$ cat src/rtl/gsbs_pkg.sv
// ----------------------------------------------------------------------------
// gsbs_pkg: shared types and constants of the gas sensor blow sequencer
// Phase, action and register codes plus the item, state and config structs.
// ----------------------------------------------------------------------------
package gsbs_pkg;

  // field widths fixed by the item formats
  localparam int PhaseW  = 3;
  localparam int ActionW = 2;
  localparam int TimeW   = 32;
  localparam int SampleW = 12;
  localparam int PctW    = 7;
  localparam int DutyW   = 8;
  localparam int RegIdxW = 3;
  localparam int CfgDataW = 32;

  // full scale of a percent setting
  localparam int PctFull = 100;
  localparam logic [PctW-1:0] PctMax = PctW'(PctFull);

  // phase codes
  localparam logic [PhaseW-1:0] PhIdle  = 3'd0;
  localparam logic [PhaseW-1:0] PhHeat  = 3'd1;
  localparam logic [PhaseW-1:0] PhBlow  = 3'd2;
  localparam logic [PhaseW-1:0] PhRetry = 3'd3;
  localparam logic [PhaseW-1:0] PhDone  = 3'd4;

  // action codes
  localparam logic [ActionW-1:0] ActTick  = 2'd0;
  localparam logic [ActionW-1:0] ActStart = 2'd1;
  localparam logic [ActionW-1:0] ActStop  = 2'd2;
  localparam logic [ActionW-1:0] ActNone  = 2'd3;

  // configuration register indexes
  localparam logic [RegIdxW-1:0] RegMicThreshold = 3'd0;
  localparam logic [RegIdxW-1:0] RegHeatingTime  = 3'd1;
  localparam logic [RegIdxW-1:0] RegBlowHold     = 3'd2;
  localparam logic [RegIdxW-1:0] RegGrace        = 3'd3;
  localparam logic [RegIdxW-1:0] RegRetryShow    = 3'd4;
  localparam logic [RegIdxW-1:0] RegBuzzerLevel  = 3'd5;
  localparam logic [RegIdxW-1:0] RegHeaterLevel  = 3'd6;
  localparam logic [RegIdxW-1:0] RegHeaterPol    = 3'd7;

  // configuration reset values
  localparam logic [SampleW-1:0] MicThresholdRst = 12'd1200;
  localparam logic [TimeW-1:0]   HeatingTimeRst  = 32'd20000;
  localparam logic [TimeW-1:0]   BlowHoldRst     = 32'd1000;
  localparam logic [TimeW-1:0]   GraceRst        = 32'd400;
  localparam logic [TimeW-1:0]   RetryShowRst    = 32'd1500;
  localparam logic [PctW-1:0]    BuzzerLevelRst  = 7'd80;
  localparam logic [PctW-1:0]    HeaterLevelRst  = 7'd100;

  typedef struct packed {
    logic [SampleW-1:0] mic_threshold;
    logic [TimeW-1:0]   heating_time_ms;
    logic [TimeW-1:0]   blow_hold_ms;
    logic [TimeW-1:0]   grace_ms;
    logic [TimeW-1:0]   retry_show_ms;
    logic [PctW-1:0]    buzzer_level;
    logic [PctW-1:0]    heater_level;
    logic               heater_polarity_high;
  } gsbs_cfg_t;

  typedef struct packed {
    logic [PhaseW-1:0]  phase;
    logic [TimeW-1:0]   phase_start;
    logic [TimeW-1:0]   blow_start;
    logic [TimeW-1:0]   last_above;
    logic [TimeW-1:0]   retry_until;
    logic               blowing;
    logic [SampleW-1:0] mic_hold;
    logic [SampleW-1:0] gas_hold;
    logic               heater_on;
    logic               buzzer_on;
  } gsbs_state_t;

  typedef struct packed {
    logic [ActionW-1:0] action;
    logic [TimeW-1:0]   now_ms;
    logic [SampleW-1:0] mic_sample;
    logic [SampleW-1:0] gas_sample;
  } gsbs_in_t;

  typedef struct packed {
    logic [PhaseW-1:0]  phase_code;
    logic [DutyW-1:0]   heater_duty;
    logic               buzzer_active;
    logic [PctW-1:0]    buzzer_drive;
    logic [SampleW-1:0] gas_result;
    logic [SampleW-1:0] mic_latest;
    logic [TimeW-1:0]   heat_left_ms;
  } gsbs_out_t;

endpackage

$ cat src/rtl/gsbs_step.sv
// ----------------------------------------------------------------------------
// gsbs_step: sequencer next-state and status logic
// Applies one command to the sequencer state and forms the status item.
// ----------------------------------------------------------------------------
module gsbs_step
  import gsbs_pkg::*;
#(
  parameter int PWM_BITS = 8,
  parameter int ADC_BITS = 12
) (
  input  gsbs_cfg_t   cfg_i,
  input  gsbs_state_t state_i,
  input  gsbs_in_t    item_i,
  output gsbs_state_t state_o,
  output gsbs_out_t   result_o
);

  localparam int MaxDuty = (1 << PWM_BITS) - 1;
  localparam int AdcKeep = (ADC_BITS < SampleW) ? ADC_BITS : SampleW;
  localparam logic [SampleW-1:0] SampleMask = SampleW'((1 << AdcKeep) - 1);
  localparam int DutyWideW = (PWM_BITS > DutyW) ? PWM_BITS : DutyW;
  localparam logic [PWM_BITS-1:0] DutyFull = PWM_BITS'(MaxDuty);

  logic [PWM_BITS-1:0] duty_lut [PctFull+1];
  logic [SampleW-1:0]  mic;
  logic [SampleW-1:0]  gas;
  logic [TimeW-1:0]    now;
  logic [TimeW-1:0]    heat_el;
  logic [TimeW-1:0]    left_el;
  logic [TimeW-1:0]    blow_start_new;
  logic [PctW-1:0]     heater_pct;
  logic [PctW-1:0]     buzzer_pct;
  logic [PWM_BITS-1:0] duty_raw;
  logic [PWM_BITS-1:0] duty_pol;
  logic [DutyWideW-1:0] duty_wide;
  gsbs_state_t         nxt;

  // percent to duty table, settled at elaboration
  for (genvar g = 0; g <= PctFull; g++) begin : g_duty
    assign duty_lut[g] = PWM_BITS'((g * MaxDuty) / PctFull);
  end

  assign mic = item_i.mic_sample & SampleMask;
  assign gas = item_i.gas_sample & SampleMask;
  assign now = item_i.now_ms;
  assign heat_el = now - state_i.phase_start;
  assign blow_start_new = state_i.blowing ? state_i.blow_start : now;

  // phase sequencing
  always_comb begin
    nxt = state_i;
    unique case (item_i.action)
      ActStart: begin
        nxt.phase       = PhHeat;
        nxt.phase_start = now;
        nxt.blow_start  = '0;
        nxt.last_above  = '0;
        nxt.retry_until = '0;
        nxt.blowing     = 1'b0;
        nxt.gas_hold    = '0;
        nxt.heater_on   = 1'b1;
      end
      ActStop: begin
        nxt.phase     = PhIdle;
        nxt.heater_on = 1'b0;
      end
      ActTick: begin
        priority if (state_i.phase == PhHeat || state_i.phase == PhRetry) begin
          // heating done, or retry deadline reached (plain unsigned compare)
          if ((state_i.phase == PhHeat && heat_el >= cfg_i.heating_time_ms) ||
              (state_i.phase == PhRetry && now >= state_i.retry_until)) begin
            nxt.phase       = PhBlow;
            nxt.phase_start = now;
            nxt.blowing     = 1'b0;
            nxt.last_above  = '0;
          end
        end else if (state_i.phase == PhBlow) begin
          nxt.mic_hold = mic;
          if (mic >= cfg_i.mic_threshold) begin
            nxt.blowing    = 1'b1;
            nxt.blow_start = blow_start_new;
            nxt.last_above = now;
            nxt.buzzer_on  = 1'b1;
            if (now - blow_start_new >= cfg_i.blow_hold_ms) begin
              nxt.gas_hold  = gas;
              nxt.buzzer_on = 1'b0;
              nxt.phase     = PhDone;
              nxt.heater_on = 1'b0;
            end
          end else begin
            nxt.buzzer_on = 1'b0;
            if (state_i.blowing && (now - state_i.last_above > cfg_i.grace_ms)) begin
              nxt.phase       = PhRetry;
              nxt.retry_until = now + cfg_i.retry_show_ms;
              nxt.blowing     = 1'b0;
            end
          end
        end else begin
          // idle and done ignore ticks
        end
      end
      ActNone: begin
      end
      default: begin
      end
    endcase
  end

  // elapsed time since the start of the current phase
  assign left_el = now - nxt.phase_start;

  // drive levels, clamped to full scale
  assign heater_pct = (cfg_i.heater_level > PctMax) ? PctMax : cfg_i.heater_level;
  assign buzzer_pct = (cfg_i.buzzer_level > PctMax) ? PctMax : cfg_i.buzzer_level;
  assign duty_raw   = nxt.heater_on ? duty_lut[heater_pct] : '0;
  assign duty_pol   = cfg_i.heater_polarity_high ? duty_raw : (DutyFull - duty_raw);
  assign duty_wide  = DutyWideW'(duty_pol);

  // status item
  always_comb begin
    result_o.phase_code    = nxt.phase;
    result_o.heater_duty   = duty_wide[DutyW-1:0];
    result_o.buzzer_active = nxt.buzzer_on;
    result_o.buzzer_drive  = nxt.buzzer_on ? buzzer_pct : '0;
    result_o.gas_result    = nxt.gas_hold;
    result_o.mic_latest    = nxt.mic_hold;
    result_o.heat_left_ms  = '0;
    if (nxt.phase == PhHeat && left_el < cfg_i.heating_time_ms) begin
      result_o.heat_left_ms = cfg_i.heating_time_ms - left_el;
    end
  end

  assign state_o = nxt;

endmodule

$ cat config.mk
export PLATFORM = sky130hd
export DESIGN_NAME = gsbs_step
export DESIGN_NICKNAME = d
export VERILOG_FILES = /design/src/rtl/gsbs_pkg.sv /design/src/rtl/gsbs_step.sv
export SDC_FILE = /design/constraint.sdc
export NUM_CORES = 1
export LEC_CHECK = 0
export BUFFER_PORTS_ARGS = -buffer_cell sky130_fd_sc_hd__buf_2
export CAP_MARGIN = 20
export CORE_AREA = 2 2 233 235
export DETAILED_ROUTE_END_ITERATION = 12
export DIE_AREA = 0 0 235 237
export GPL_TIMING_DRIVEN = 1
export PLACE_DENSITY = 0.51
export SYNTH_ARGS = -nofsm -noshare
export SYNTH_HDL_FRONTEND = slang
export SYNTH_SLANG_ARGS = --single-unit
$ cat constraint.sdc
create_clock -name vclk -period 13
set_input_delay 1.3 -clock vclk [all_inputs]
set_output_delay 1.3 -clock vclk [all_outputs]
set_load 0.005 [all_outputs]
==> flow_metrics.tcl, run 1 <==
set metrics [dict create \
    slew_viol_final 0 \
    dpl.cell_count 3609 \
    ir_drop_mv 0.0223 \
    synth_cell_types 83 \
    start_util_pct 30.7 \
    cpMostUsedCell "ha_1" \
    outcome "complete, no violations" \
    max_freq_ghz 0.0794 \
    netlist.area_leader.share_pct 25.7 \
    gp_congestion 0.946 \
    syn_avg_cell_area_um2 6.90 \
    drv_cap 0 \
    synth.area.top_cells "ha_1 (26%), inv_1 (6.4%), a21oi_1 (6.2%)" \
    crit_path_max_fanout 16 \
    wl_per_cell_um 20.7 \
    gr-total-overflow 0 \
    relSlewSlack_pct 37.7 \
    layout-drive-gt1-share_pct 24.5 \
    seq_area_um2 0 \
    drc 0 \
    grt_pass1_wl_um 110000 \
    layout_commonest_cell "buf_2" \
    die_x_um 235 \
    startpoint_type "input pin" \
    drt-initial-drc-count 1208 \
    grt_pass1_vias 18900 \
    fin_ws_ns 0.404 \
    p_leak_nw 11.3 \
    layoutNonFillerInstCount 3637 \
    timing.hold.ws_ns 2.89 \
    grt_max_degree 37 \
    pre_cts_slack_ns 0.158 \
    synth_fp_nets 3082 \
    nFlopsAndLatches 0 \
    cp_data_required_time_ns 11.70 \
    synth_cells 2369 \
    antenna_found_initial 25 \
    wl_um 75200 \
    cpPeakStageDelay_ns 0.50 \
    ctsHoldBuffers 0 \
    crit_type "in -> out" \
    io_buffer_count 604 \
    dpl.hpwl_um 65300 \
    crit_path_end_kind "output pin" \
    synth_area_um2 16300 \
    detail_route.vias_per_cell 5.44 \
    dieHeight_um 237 \
    min_period_ns 12.60 \
    n_clock_buffer 0 \
    io_pins 604 \
    area_delta_synth_final_pct 24.5 \
    setup_tns_ns 0 \
    period_share_pct 96.9 \
    tightest_slew_ns 0.926 \
    nets 3641 \
    cp_slowest_cell "o41a_1" \
    yosysWarnings 0 \
    synth_top_cell_by_area "ha_1" \
    multiInputGateArea_um2 14900 \
    vias 19800 \
    rows 85 \
    dr.pass1.iters 6 \
    min_path_cells 3 \
    fillers 5743 \
    antenna_left 0 \
    most-common-layout-cells "buf_2 (604), ha_1 (332), inv_1 (279)" \
    power_density_nw_per_um2 64.4 \
    hp-class "in -> out" \
    dieArea_um2 55700 \
    setup_viol 0 \
    worstPathArrival_ns 11.30 \
    ys_seq_area_share_pct 0 \
    hold_viol_final 0 \
    grt_usage_pct 24.9 \
    core-area_um2 53300 \
]
-- cell usage after synthesis, types with 7 or more instances --
library cell  number
mux2_2            20
o21ai_0          161
and2_1            13
nand2b_1          31
nand3_1           46
a22o_1            66
nor3_1            42
a2111oi_0          9
a211o_1            8
o21ai_1           17
o21bai_1          20
and3_1            21
a21boi_0           7
o21a_1            36
ha_1             336
xnor2_1          104
xor2_1            72
or3_1             13
and4_1            10
nor2b_1           30
inv_1            279
buf_4             30
nand4_1           31
mux2i_1           52
o2111ai_1          8
o31ai_1           10
nor2_1           173
a31oi_1           20
a21oi_1          203
a21o_1           109
a211oi_1          33
nand2_1          164
a22oi_1            9
o211ai_1          19
clkbuf_1          60
-- final timing paths --
kind,start,endpoint,slack (ns)
setup / recovery,item_i[24],result_o[9],0.40
hold / removal,cfg_i[8],result_o[56],2.89
-- repair_timing --
| action | in CTS | in global routing |
|---|---|---|
| endpoints found under the setup margin | 0 | 32 |
| endpoints found under the hold margin | 0 | 0 |
| setup buffers | 0 | 12 |
| gates resized for setup | 0 | 26 |
-- cells by family after synthesis --
logic type	after synthesis	synth area share [%]
and+or+nand+nor	604	17.7
adders and majority gates	342	26.5
muxes	75	4.84
xor gates and xnor gates	176	9.43
AOI/OAI and AO/OA	797	32.2
buffers and inverters	375	9.32
-- critical path: cells and delay by family --
kind	cells	cell delay, ns
AO/OA/AOI/OAI	21	4.65
AND/OR/NAND/NOR	13	2.39
adder cells (fa/ha/maj)	5	1.48
buffers and inverters	8	0.97
XOR/XNOR	2	0.24
multiplexers	1	0.24
-- report_power, final --
group | switching, W | total (W) | leakage (nW) | internal [W]
sequential | 0 | 0 | 0 | 0
clock | 0 | 0.000000000155 | 0.0000951 | 0.000000000155
combinational | 0.000741 | 0.00131 | 11.3 | 0.000568
total | 0.000741 | 0.00131 | 11.3 | 0.000568
-- through the flow --
stage | utilization, % | cell area (µm²) | total power, W
after floorplan | - | 16300 | 0.000876
after global placement | 37.6 | 20000 | 0.00126
after detailed placement | 37.6 | 20000 | 0.00127
after CTS | 37.6 | 20000 | 0.00128
after global routing | 38.2 | 20300 | 0.00145
final | 38.2 | 20300 | 0.00131
-- routing by layer --
layer  routed length [µm]  global-route usage (%)
met5                   75                       0
met4                 1440                    5.10
met3                 3860                    2.40
met2                34300                    41.4
met1                35600                    34.9
-- final cells by class --
| type | instances | share of cell area [%] |
|---|---|---|
| antenna | 15 | 0.185 |
| timing repair buffer | 653 | 16.9 |
| inverter | 279 | 5.15 |
| tap | 696 | 4.28 |
| multi-input combinational | 1994 | 73.5 |
Note: power is estimated with default switching activity, not from simulation.
==> inputs of run 2 (changes only) <==
--- a/config.mk
+++ b/config.mk
@@ -5,13 +5,14 @@
 export SDC_FILE = /design/constraint.sdc
 export NUM_CORES = 1
 export LEC_CHECK = 0
+export ABC_AREA = 1
 export BUFFER_PORTS_ARGS = -buffer_cell sky130_fd_sc_hd__buf_2
 export CAP_MARGIN = 20
-export CORE_AREA = 2 2 233 235
+export CORE_AREA = 2 2 232 234
 export DETAILED_ROUTE_END_ITERATION = 12
-export DIE_AREA = 0 0 235 237
+export DIE_AREA = 0 0 234 236
 export GPL_TIMING_DRIVEN = 1
-export PLACE_DENSITY = 0.51
+export PLACE_DENSITY = 0.57
 export SYNTH_ARGS = -nofsm -noshare
 export SYNTH_HDL_FRONTEND = slang
 export SYNTH_SLANG_ARGS = --single-unit
==> run 2 against run 1 <==
  * Flip-flop and latch count stayed put
  * Via count grew 24%
  * Critical path depth is 3 lower
  * Critical path type unchanged
  * Largest cell class unchanged
  * Highest routed layer unchanged
==> flow_metrics.tcl, run 2 <==
set metrics [dict create \
    min_period_ns 11.07 \
    gp_congestion 1.02 \
    gr-total-overflow 0 \
    antenna_found_initial 13 \
    ctsResizeCount 0 \
    dr.pass1.iters 6 \
    dieArea_um2 55200 \
    die_x_um 234 \
    drc 0 \
    p_leak_nw 12.8 \
    setup_viol 0 \
    yosys-top-cells-count "nand2_1 (761), inv_1 (554), a21oi_1 (342)" \
    synth_fp_nets 4065 \
    worstPathArrival_ns 9.77 \
    cp_data_required_time_ns 11.70 \
    seq_area_um2 0 \
    dieHeight_um 236 \
    ctsHoldBuffers 0 \
    tightest_slew_ns 0.984 \
    relSlewSlack_pct 34.3 \
    io_pins 604 \
    drt-initial-drc-count 2100 \
    hp-class "in -> out" \
    crit_path_max_fanout 69 \
    slew_viol_final 0 \
    ys_seq_area_share_pct 0 \
    cp_num_buf_inv 4 \
    n_clock_buffer 0 \
    drv_cap 0 \
    layoutNonFillerInstCount 4581 \
    most-common-layout-cells "nand2_1 (761), buf_2 (604), inv_1 (553)" \
    synth_most_common_cell "nand2_1" \
    setup_tns_ns 0 \
    yosysWarnings 0 \
    grt_max_degree 70 \
    area_delta_synth_final_pct 18.3 \
    wl_per_cell_um 20.8 \
    outcome "complete, no violations" \
    layout-drive-gt1-share_pct 18.9 \
    period_share_pct 85.2 \
    postCtsSetupBuffers 0 \
    hold_viol_final 0 \
    core-area_um2 53100 \
    synth_cell_types 64 \
    nFlopsAndLatches 0 \
    synth_area_um2 19000 \
    synth_top_cell_by_area "ha_1" \
    grt_usage_pct 32.8 \
    syn_avg_cell_area_um2 5.67 \
    grt_pass1_vias 22900 \
    max_freq_ghz 0.0903 \
    grt_pass1_wl_um 138000 \
    startpoint_type "input pin" \
    layout_commonest_cell "nand2_1" \
    rows 85 \
    nets 4589 \
    start_util_pct 35.8 \
    antenna_left 0 \
    rsz0062_at_grt "no" \
    cpLargestDelayFamily "simple AND/OR/NAND/NOR gates" \
    wl_um 95100 \
    vias 24600 \
    ir_drop_mv 0.0294 \
    crit_type "in -> out" \
    fin_total_pwr_w 0.00151 \
    cpMostUsedCell "nand2_1" \
    placed_cell_area_um2 22500 \
    cpPeakStageDelay_ns 0.54 \
    power_density_nw_per_um2 67.1 \
    netlist.area_leader.share_pct 22.1 \
    dpl.hpwl_um 80600 \
    synth_cells 3352 \
    synth.area.top_cells "ha_1 (22%), nand2_1 (15%), inv_1 (11%)" \
    detail_route.vias_per_cell 5.37 \
    cp_slowest_cell "nand2_4" \
    io_buffer_count 604 \
    stdcell_area_um2 22500 \
    dpl.cell_count 4570 \
    crit_path_end_kind "output pin" \
]
==> run 2: cell count changes in the layout (fill, tap and decap cells not counted), moves of 66 or more <==
| cell | before | now |
|---|---|---|
| a21o_1 | 109 | 28 |
| o21ai_0 | 161 | 328 |
| nand2_1 | 164 | 761 |
| a21oi_1 | 199 | 342 |
| a22o_1 | 66 | 0 |
| inv_1 | 279 | 553 |
==> run 2: where the power goes <==
group / switching, W / internal [W]
clock: 0 / 0.000000000114
combinational: 0.000962 / 0.000547
sequential: 0 / 0
==> run 2: metal layers <==
metal	vias up	global-route usage (%)	share of wire [%]
met5	-	0	0.014
met4	2	12.9	4.4
met3	197	3.70	7.2
met2	1109	54.8	46
met1	11100	42.6	43
li1	12200	-	-
==> run 2: cells by family after synthesis <==
logic type | after synthesis | share of synthesized area (%)
AND/OR/NAND/NOR | 1247 | 27.7
AO/OA/AOI/OAI | 924 | 27.3
buffers and inverters | 668 | 14.4
adder cells (fa/ha/maj) | 342 | 22.7
XOR/XNOR | 171 | 7.88
==> run 2: path summary, 6_finish.rpt <==
kind / slack, ns / depth (start not counted) / end / startpoint
min: 2.88 / 4 / result_o[43] / state_i[25]
max: 1.93 / 47 / result_o[0] / item_i[26]
==> run 2: cell type report <==
type,instances,area (µm²)
repair buffers,626,3190
inverters,564,2120
multi-input cells,2684,16300
diodes,11,27.5
fillers,5991,30600
well taps,696,871
==> run 2: stage by stage <==
stage          hold WS [ns]  setup WS (ns)  util (%)
2_1_floorplan          2.67           4.18         -
3_3_place_gp           2.87           2.13      42.3
3_5_place_dp           2.88           1.99      42.3
4_1_cts                2.88           1.97      42.3
5_1_grt                2.90          0.867      42.4
6_report               2.88           1.93      42.4
